--- src/rtl/ole_pkg.sv ---
// Shared constants, codes and control types for the ordered list engine.
package ole_pkg;

    localparam int CAPACITY = 32;
    localparam int IDX_W    = (CAPACITY > 1) ? $clog2(CAPACITY) : 1;
    localparam int OCC_W    = $clog2(CAPACITY + 1);
    localparam int VAL_W    = 32;

    typedef logic [1:0] t_op;
    localparam t_op OP_ADD_FRONT = 2'd0;
    localparam t_op OP_ADD_BACK  = 2'd1;
    localparam t_op OP_REMOVE    = 2'd2;
    localparam t_op OP_LIST      = 2'd3;

    typedef logic [2:0] t_status;
    localparam t_status ST_DONE     = 3'd0;
    localparam t_status ST_ENTRY    = 3'd1;
    localparam t_status ST_EMPTY    = 3'd2;
    localparam t_status ST_FULL     = 3'd3;
    localparam t_status ST_NOTFOUND = 3'd4;

    typedef struct packed {
        logic load_in;
        logic do_exec;
        logic do_list;
    } t_cmd;

    typedef struct packed {
        t_op  op;
        logic out_free;
        logic occ_zero;
        logic list_end;
    } t_sts;

endpackage

--- src/rtl/ole_ctrl.sv ---
// Sequencer for the ordered list engine: accept, execute, list.
module ole_ctrl (
    input  logic          i_clk,
    input  logic          i_rst_n,
    input  logic          i_in_valid,
    output logic          o_in_ready,
    input  ole_pkg::t_sts i_sts,
    output ole_pkg::t_cmd o_cmd
);
    import ole_pkg::*;

    localparam logic [1:0] S_IDLE = 2'd0;
    localparam logic [1:0] S_EXEC = 2'd1;
    localparam logic [1:0] S_LIST = 2'd2;

    logic [1:0] r_state;
    logic [1:0] n_state;

    always_comb begin
        n_state       = r_state;
        o_in_ready    = 1'b0;
        o_cmd.load_in = 1'b0;
        o_cmd.do_exec = 1'b0;
        o_cmd.do_list = 1'b0;
        unique case (r_state)
            S_IDLE: begin
                o_in_ready = 1'b1;
                if (i_in_valid) begin
                    o_cmd.load_in = 1'b1;
                    n_state       = S_EXEC;
                end
            end
            S_EXEC: begin
                if (i_sts.out_free) begin
                    if (i_sts.op == OP_LIST && !i_sts.occ_zero) begin
                        o_cmd.do_list = 1'b1;
                        n_state       = i_sts.list_end ? S_IDLE : S_LIST;
                    end else begin
                        o_cmd.do_exec = 1'b1;
                        n_state       = S_IDLE;
                    end
                end
            end
            S_LIST: begin
                if (i_sts.out_free) begin
                    o_cmd.do_list = 1'b1;
                    if (i_sts.list_end) n_state = S_IDLE;
                end
            end
            default: n_state = S_IDLE;
        endcase
    end

    always_ff @(posedge i_clk) begin
        if (!i_rst_n) begin
            r_state <= S_IDLE;
        end else begin
            r_state <= n_state;
        end
    end

endmodule

--- src/rtl/ole_datapath.sv ---
// Shifting entry table, occupancy, list cursor and result register.
module ole_datapath (
    input  logic                          i_clk,
    input  logic                          i_rst_n,
    input  ole_pkg::t_cmd                 i_cmd,
    input  ole_pkg::t_op                  i_op,
    input  logic signed [ole_pkg::VAL_W-1:0] i_value,
    output ole_pkg::t_sts                 o_sts,
    input  logic                          i_out_ready,
    output logic                          o_out_valid,
    output logic signed [ole_pkg::VAL_W-1:0] o_item,
    output ole_pkg::t_status              o_status,
    output logic                          o_last
);
    import ole_pkg::*;

    logic signed [VAL_W-1:0] r_cell [CAPACITY];
    logic [OCC_W-1:0]        r_occ;
    logic [IDX_W-1:0]        r_cnt;
    t_op                     r_op;
    logic signed [VAL_W-1:0] r_value;

    logic                    r_out_valid;
    logic signed [VAL_W-1:0] r_item;
    t_status                 r_status;
    logic                    r_last;

    logic [CAPACITY-1:0] match;
    logic [CAPACITY-1:0] first_hit;
    logic [CAPACITY-1:0] shift_left;
    logic                found;
    logic                full;
    logic                list_end;

    // Every cell compares against the search value at once.
    always_comb begin
        for (int i = 0; i < CAPACITY; i++) begin
            match[i] = (OCC_W'(i) < r_occ) && (r_cell[i] == r_value);
        end
    end

    assign first_hit  = match & (~match + CAPACITY'(1));
    assign shift_left = ~(first_hit - CAPACITY'(1));
    assign found      = |match;
    assign full       = (r_occ == OCC_W'(CAPACITY));
    assign list_end   = ({1'b0, r_cnt} == OCC_W'(r_occ - OCC_W'(1)));

    assign o_sts.op       = r_op;
    assign o_sts.out_free = !r_out_valid || i_out_ready;
    assign o_sts.occ_zero = (r_occ == '0);
    assign o_sts.list_end = list_end;

    // Input capture and list cursor.
    always_ff @(posedge i_clk) begin
        if (i_cmd.load_in) begin
            r_op    <= i_op;
            r_value <= i_value;
            r_cnt   <= '0;
        end else if (i_cmd.do_list) begin
            r_cnt <= r_cnt + IDX_W'(1);
        end
    end

    // Add front shifts right, add back appends, remove pulls left from the hit.
    always_ff @(posedge i_clk) begin
        if (i_cmd.do_exec) begin
            case (r_op)
                OP_ADD_FRONT: begin
                    if (!full) begin
                        for (int i = CAPACITY - 1; i > 0; i--) begin
                            r_cell[i] <= r_cell[i-1];
                        end
                        r_cell[0] <= r_value;
                    end
                end
                OP_ADD_BACK: begin
                    if (!full) r_cell[r_occ[IDX_W-1:0]] <= r_value;
                end
                OP_REMOVE: begin
                    for (int i = 0; i < CAPACITY - 1; i++) begin
                        if (found && shift_left[i]) r_cell[i] <= r_cell[i+1];
                    end
                end
                default: ;
            endcase
        end
    end

    always_ff @(posedge i_clk) begin
        if (!i_rst_n) begin
            r_occ <= '0;
        end else if (i_cmd.do_exec) begin
            case (r_op) inside
                OP_ADD_FRONT, OP_ADD_BACK: if (!full) r_occ <= r_occ + OCC_W'(1);
                OP_REMOVE:                 if (found) r_occ <= r_occ - OCC_W'(1);
                default: ;
            endcase
        end
    end

    // Result register: hold until the downstream side takes it.
    always_ff @(posedge i_clk) begin
        if (!i_rst_n) begin
            r_out_valid <= 1'b0;
        end else if (i_cmd.do_exec || i_cmd.do_list) begin
            r_out_valid <= 1'b1;
        end else if (i_out_ready) begin
            r_out_valid <= 1'b0;
        end
    end

    always_ff @(posedge i_clk) begin
        if (i_cmd.do_list) begin
            r_item   <= r_cell[r_cnt];
            r_status <= ST_ENTRY;
            r_last   <= list_end;
        end else if (i_cmd.do_exec) begin
            r_item <= '0;
            r_last <= 1'b1;
            case (r_op) inside
                OP_ADD_FRONT, OP_ADD_BACK: r_status <= full ? ST_FULL : ST_DONE;
                OP_REMOVE:                 r_status <= found ? ST_DONE : ST_NOTFOUND;
                default:                   r_status <= ST_EMPTY;
            endcase
        end
    end

    assign o_out_valid = r_out_valid;
    assign o_item      = r_item;
    assign o_status    = r_status;
    assign o_last      = r_last;

endmodule

--- src/rtl/ordered_list_engine_unit.sv ---
// A request is captured into the input registers in the idle state; its first result is
// registered in the execute state once the output register is free. Add and remove give
// one result each; list gives one per entry or an empty status; back pressure stalls it.
// A request is taken while the previous result still waits in the output register.
// Reset (synchronous, active low) empties the list and the output; no clearing pass.
// Top level of the ordered list engine: controller plus table datapath.
module ordered_list_engine_unit (
    input  logic                        i_clk,
    input  logic                        i_rst_n,
    input  logic                        i_s_axis_tvalid,
    output logic                        o_s_axis_tready,
    input  logic [31:0]                 i_s_axis_tdata,  // [31:0] value
    input  logic [1:0]                  i_s_axis_tuser,  // [1:0] op
    output logic                        o_m_axis_tvalid,
    input  logic                        i_m_axis_tready,
    output logic [31:0]                 o_m_axis_tdata,  // [31:0] item
    output logic [2:0]                  o_m_axis_tuser,  // [2:0] status
    output logic                        o_m_axis_tlast
);
    import ole_pkg::*;

    t_cmd                    cmd;
    t_sts                    sts;
    logic signed [VAL_W-1:0] item;
    t_status                 status;

    ole_ctrl u_ctrl (
        .i_clk      (i_clk),
        .i_rst_n    (i_rst_n),
        .i_in_valid (i_s_axis_tvalid),
        .o_in_ready (o_s_axis_tready),
        .i_sts      (sts),
        .o_cmd      (cmd)
    );

    ole_datapath u_datapath (
        .i_clk       (i_clk),
        .i_rst_n     (i_rst_n),
        .i_cmd       (cmd),
        .i_op        (i_s_axis_tuser),
        .i_value     (signed'(i_s_axis_tdata)),
        .o_sts       (sts),
        .i_out_ready (i_m_axis_tready),
        .o_out_valid (o_m_axis_tvalid),
        .o_item      (item),
        .o_status    (status),
        .o_last      (o_m_axis_tlast)
    );

    assign o_m_axis_tdata = unsigned'(item);
    assign o_m_axis_tuser = status;

endmodule

--- config.mk ---
export PLATFORM = sky130hd
export DESIGN_NAME = ordered_list_engine_unit
export DESIGN_NICKNAME = d
export VERILOG_FILES = /design/src/rtl/ole_pkg.sv /design/src/rtl/ole_ctrl.sv /design/src/rtl/ole_datapath.sv /design/src/rtl/ordered_list_engine_unit.sv
export SDC_FILE = /design/constraint.sdc
export NUM_CORES = 2
export LEC_CHECK = 0
export BUFFER_PORTS_ARGS = -buffer_cell sky130_fd_sc_hd__buf_4
export CAP_MARGIN = 20
export CORE_UTILIZATION = 65
export CTS_CLUSTER_SIZE = 8
export DETAILED_ROUTE_END_ITERATION = 8
export MAX_ROUTING_LAYER = met4
export PLACE_DENSITY = 0.82
export REMOVE_ABC_BUFFERS = 1
export SLEW_MARGIN = 25
export SYNTH_ARGS = -nofsm -noshare
export SYNTH_HDL_FRONTEND = slang
export SYNTH_SLANG_ARGS = --single-unit
--- constraint.sdc ---
create_clock -name i_clk -period 5.3 [get_ports i_clk]
set_input_delay 0.53 -clock i_clk [delete_from_list [all_inputs] [get_ports i_clk]]
set_output_delay 0.53 -clock i_clk [all_outputs]
set_load 0.02 [all_outputs]
# Word level (Yosys, flattened, before mapping)
# Memories as Yosys holds them, arrays and structs flattened. A register that Yosys moved wholly into a read port is not among the register bits.
# Index checks and enable logic that the tools add are counted.
# op_classes
n_addsub,5
n_lt_le_gt_ge,32
eq_ne,44
mux,197
n_bitwise,34
reduce_logical,80
# op_table
cell,count
$mux W32,34
$eq A32 B32 Y1,32
$mux W1,143
$lt A5 B6 Y1 const A,16
$logic_and A1 B1 Y1,64
$reduce_or A32 Y1,2
$not A31 Y31,2
$lt A4 B6 Y1 const A,8
$add A31 B1 Y31 const B,1
$and A31 B31 Y31,1
$or A1 B1 Y1,31
$sub A31 B1 Y31 const B,1
$lt A3 B6 Y1 const A,4
$mux W6,4
$mux W2,8
$mux W5,3
$lt A1 B6 Y1 const A,2
$lt A2 B6 Y1 const A,2
$mux W3,3
$ne A2 B2 Y1 const B,4
$reduce_and A4 Y1,2
$reduce_bool A2 Y1,4
$add A6 B1 Y6 const B,1
$eq A2 B2 Y1 const B,3
13 further kinds,17
# totals
register_bits,84
ram_bits,1024
input_bits,38
output_inout_bits,38
word_cells,402
n_memories,1
# memory_table
name,depth,word_bits,rd,rd_ports_with_merged_regs,wr,line,source
u_datapath.r_cell,32,32,33,1,32,ole_datapath.sv:17,logic signed [VAL_W-1:0] r_cell [CAPACITY];

# Depth between registers and ports, before layout
# An unclocked memory read counts as a cell.
# logic_depth
depth_word,14
mapped_depth,17
ltp_nobuf,12

# By module
# A second synthesis with hierarchy kept.
# unflattened
cells_unflattened,7071
area_unflattened_um2,77738.3
# by_module_without_submodules
mod,instances,cells_per_inst,area_each_um2
ole_datapath,1,7049,77544.4
ole_ctrl,1,22,193.9

# Worst setup path before layout
# OpenSTA, ideal clock, no wires.
# synth_timing
kind,flip-flop to flip-flop
startpoint,register u_datapath.r_value[0]
endpoint,"memory u_datapath.r_cell[21][0], enable pin"
t_arrival_ps,4013
required_ps,4869
setup_slack_ps,856
stages_incl_launch_ff,13
period_less_slack_ps,4444
path_cell_list,edfxtp_1 buf_2 buf_2 xor2_1 nor4_1 nand3_1 or4_1 nand4_1 or4_1 nor3_1 buf_4 buf_4 o211ai_1
# synth_lines
item,line,source
"start, declared",ole_datapath.sv:21,logic signed [VAL_W-1:0] r_value;
"start signal, assigned",ole_datapath.sv:57,r_value <= i_value;
"end, declared",ole_datapath.sv:17,

==> flow_summary.json <==
{
  "clock_path_buffers": 3,
  "p_per_area_mw_per_mm2": 264,
  "grt_pass1_vias": 58684,
  "overflow": 0,
  "slew_violations": 0,
  "num_io_pins": 76,
  "synth_area_leader_cell": "edfxtp_1",
  "drt_first_pass_iters": 7,
  "synth_edf_count": 1091,
  "hp-class": "in -> reg",
  "syn2layout_area_growth_pct": 10.5,
  "fin_tns_setup_ns": -0.0538,
  "yosys.area_share.simple": 0.0982,
  "synth_xor_area_frac": 0.118,
  "synthArstFlopShare": 0,
  "core_area_mm2": 0.116,
  "tritoncts": "built",
  "grt_pass1_wl_um": 452000,
  "drt_iter0_drc": 13398,
  "seqCellArea_mm2": 0.0332,
  "setup_viol": 7,
  "track_usage": 0.563,
  "hpwl_um": 234000,
  "min_period_ns": 5.31,
  "status": "finished, violations left",
  "synth_top_area_share": 0.429,
  "yosysWarnings": 0,
  "numCtsBuffers": 157,
  "finalHoldViolCount": 0,
  "post-cts-setup-buffers": 0,
  "synth.most_common_cell": "edfxtp_1",
  "synth_seq_cells": 1113,
  "place_inst": 8221,
  "endpoint_kind": "flop",
  "nets": 6938,
  "ir_drop_mv": 0.334,
  "synth_top_family_by_area": "multiplexers",
  "final_core_util": 0.726,
  "required_ns": 5.84,
  "ys_top_cells_by_area": "edfxtp_1 43%, mux2i_1 13%, mux4_2 9.4%",
  "violations": "negative setup slack",
  "critical_path.slowest_cell": "edfxtp_1",
  "rsz0062_at_grt": "false",
  "p_leak_nw": 28.3,
  "clk_pin_slew_ns": 0.05,
  "whs_ns": 0.0818,
  "worstPathCellList": "buf_4 -> xor2_1 -> nor4_1 -> nand4_1 -> nor4_1 -> nand4_1 -> and3_1 -> a21o_1 -> nor4_4 -> buf_4 -> mux2_1",
  "htreeDepth": 4,
  "die_x_um": 345,
  "finalWeightedCongestion": 1.09,
  "cts_hold_buffers": 34,
  "synth_cell_types": 70,
  "num_vias": 64972,
  "crit_path_max_incr_delay_ns": 0.79,
  "ys_seq_area_frac": 0.435,
  "setup_ws_ns": -0.0134,
  "path_class": "reg -> reg",
  "critical_path.top_delay_family": "simple AND/OR/NAND/NOR gates",
  "crit_buf_inv": 2,
  "nFillCells": 8132,
  "routed_wl_um": 328000,
  "wl_per_cell_um": 38.7,
  "cts_root_buf": "clkbuf_16",
  "io_buffers": 75,
  "initial_utilization": 0.656,
  "min_period_over_period": 1.00,
  "drive_above_1_share": 0.144,
  "drt.antenna.violating_nets": 0,
  "cp_max_fo": 17,
  "cts_resized": 0,
  "cp-start-kind": "flop",
  "synthMuxAreaShare": 0.229,
  "fp.dieH_um": 345,
  "synthCells": 6965,
  "drv_cap": 0,
  "maxSlewHeadroom": 0.217,
  "worstSkewPairLatency_ns": 0.81,
  "max_freq_ghz": 0.188,
  "multi_input_area_mm2": 0.0406,
  "rows": 125,
  "antenna_found_initial": 33,
  "synthAdderAreaFrac": 0.00147,
  "finClkSkew_ns": 0.0243,
  "drcViolationCount": 0,
  "cts.sinks": 1113,
  "power_mw": 22.3,
  "syn_avg_cell_area_um2": 11.0,
  "worst_pin_slew_ns": 1.16,
  "ys_top_cells_by_count": "1091 x edfxtp_1, 1001 x nor2_1, 959 x mux2i_1",
  "critPathArrivalTime_ns": 5.85,
  "final_cells": 8476,
  "synth_ff_type": "edfxtp_1",
  "die_area_mm2": 0.119,
  "synth_compound_area_frac": 0.0797,
  "vias_per_cell": 7.67,
  "netlist_area_mm2": 0.0764,
  "grt_max_degree": 66
}
==> cells in the final DEF, fill, tap and decap left out, drive strengths merged, types with 8 or more instances in the layout <==
cell	n
or4	14
nand2	159
mux2i	959
dfxtp	22
mux2	60
o211ai	8
mux4	320
o21ai	79
diode	29
nor2	1001
nand3b	11
a211oi	68
edfxtp	1091
dlygate4sd3	34
nand3	45
xnor2	414
ha	9
nand4	136
and2	9
and3	9
clkbuf	178
a21oi	918
nor4	163
a2111oi	8
nor3	78
buf	391
xor2	617
inv	23
==> path summary, 6_finish.rpt <==
check / start / to / slack, ns / cells after the start
worst max-delay path: u_datapath.r_value[2] / u_datapath.r_cell[0][25] / -0.01 / 11
worst min-delay path: i_rst_n / u_datapath.r_occ[3] / 0.08 / 3
worst max register to register: u_datapath.r_value[2] / u_datapath.r_cell[0][25] / -0.01 / 11
worst min register to register: u_datapath.o_status[1] / u_datapath.o_status[1] / 0.56 / 2
==> report_power, final <==
group / leakage [nW] / internal (mW) / total (mW) / switching (mW)
Clock: 2.06 / 5.33 / 9.32 / 3.99
Combinational: 16.1 / 0.896 / 2.59 / 1.70
Sequential: 10.1 / 9.93 / 10.4 / 0.455
Total: 28.3 / 16.2 / 22.3 / 6.14
==> metrics by stage <==
step	setup slack [ns]	area [um2]
finish	-0.0134	84400
floorplan	-6.70	73500
CTS	0.0691	84300
detailed placement	0.105	79800
global placement	0.142	79700
global route	0.0576	84400
==> flip-flops by register name, summed over array words and instances, names as in the netlist, 2 cells and up, named ones only <==
signal / flops
u_datapath.r_op: 2
u_datapath.r_cnt: 5
u_datapath.o_status: 3
u_ctrl.r_state: 2
u_datapath.o_item: 32
u_datapath.r_cell: 1024
u_datapath.r_occ: 6
u_datapath.r_value: 32
==> logic make-up (layout without fill, tap and decap cells) <==
kind of cell | Yosys count | after routing
compound gates | 1127 | 1127
fa+ha+maj | 9 | 9
flops | 1113 | 1113
other cells | 0 | 29
simple gates | 1671 | 1671
buf+inv | 675 | 633
mux | 1339 | 1339
xor+xnor | 1031 | 1031
==> worst register-to-register path: cells and delay by family (launching register included) <==
family / cells / cell delay, ns
compound gates: 1 / 0.31
mux: 1 / 0.36
buf+inv: 2 / 0.79
xor+xnor: 1 / 0.13
flops: 1 / 0.79
simple gates: 6 / 2.68
==> metal layers <==
layer,share of wire,wire [um],GRT usage
met1,0.34,110000,0.732
met2,0.38,123000,0.680
met3,0.22,73500,0.327
met4,0.064,21000,0.284
met5,0,0,-
==> final cells by class <==
type                       count  share of cell area
clock buffer                 178              0.0480
sequential                  1113               0.393
clock inverter                13             0.00216
inverter                      17            0.000756
timing repair buffer         425              0.0519
tap                         1524              0.0226
antenna                       29            0.000859
multi-input combinational   5177               0.480
No activity file was read; power rests on OpenSTA's default activity.
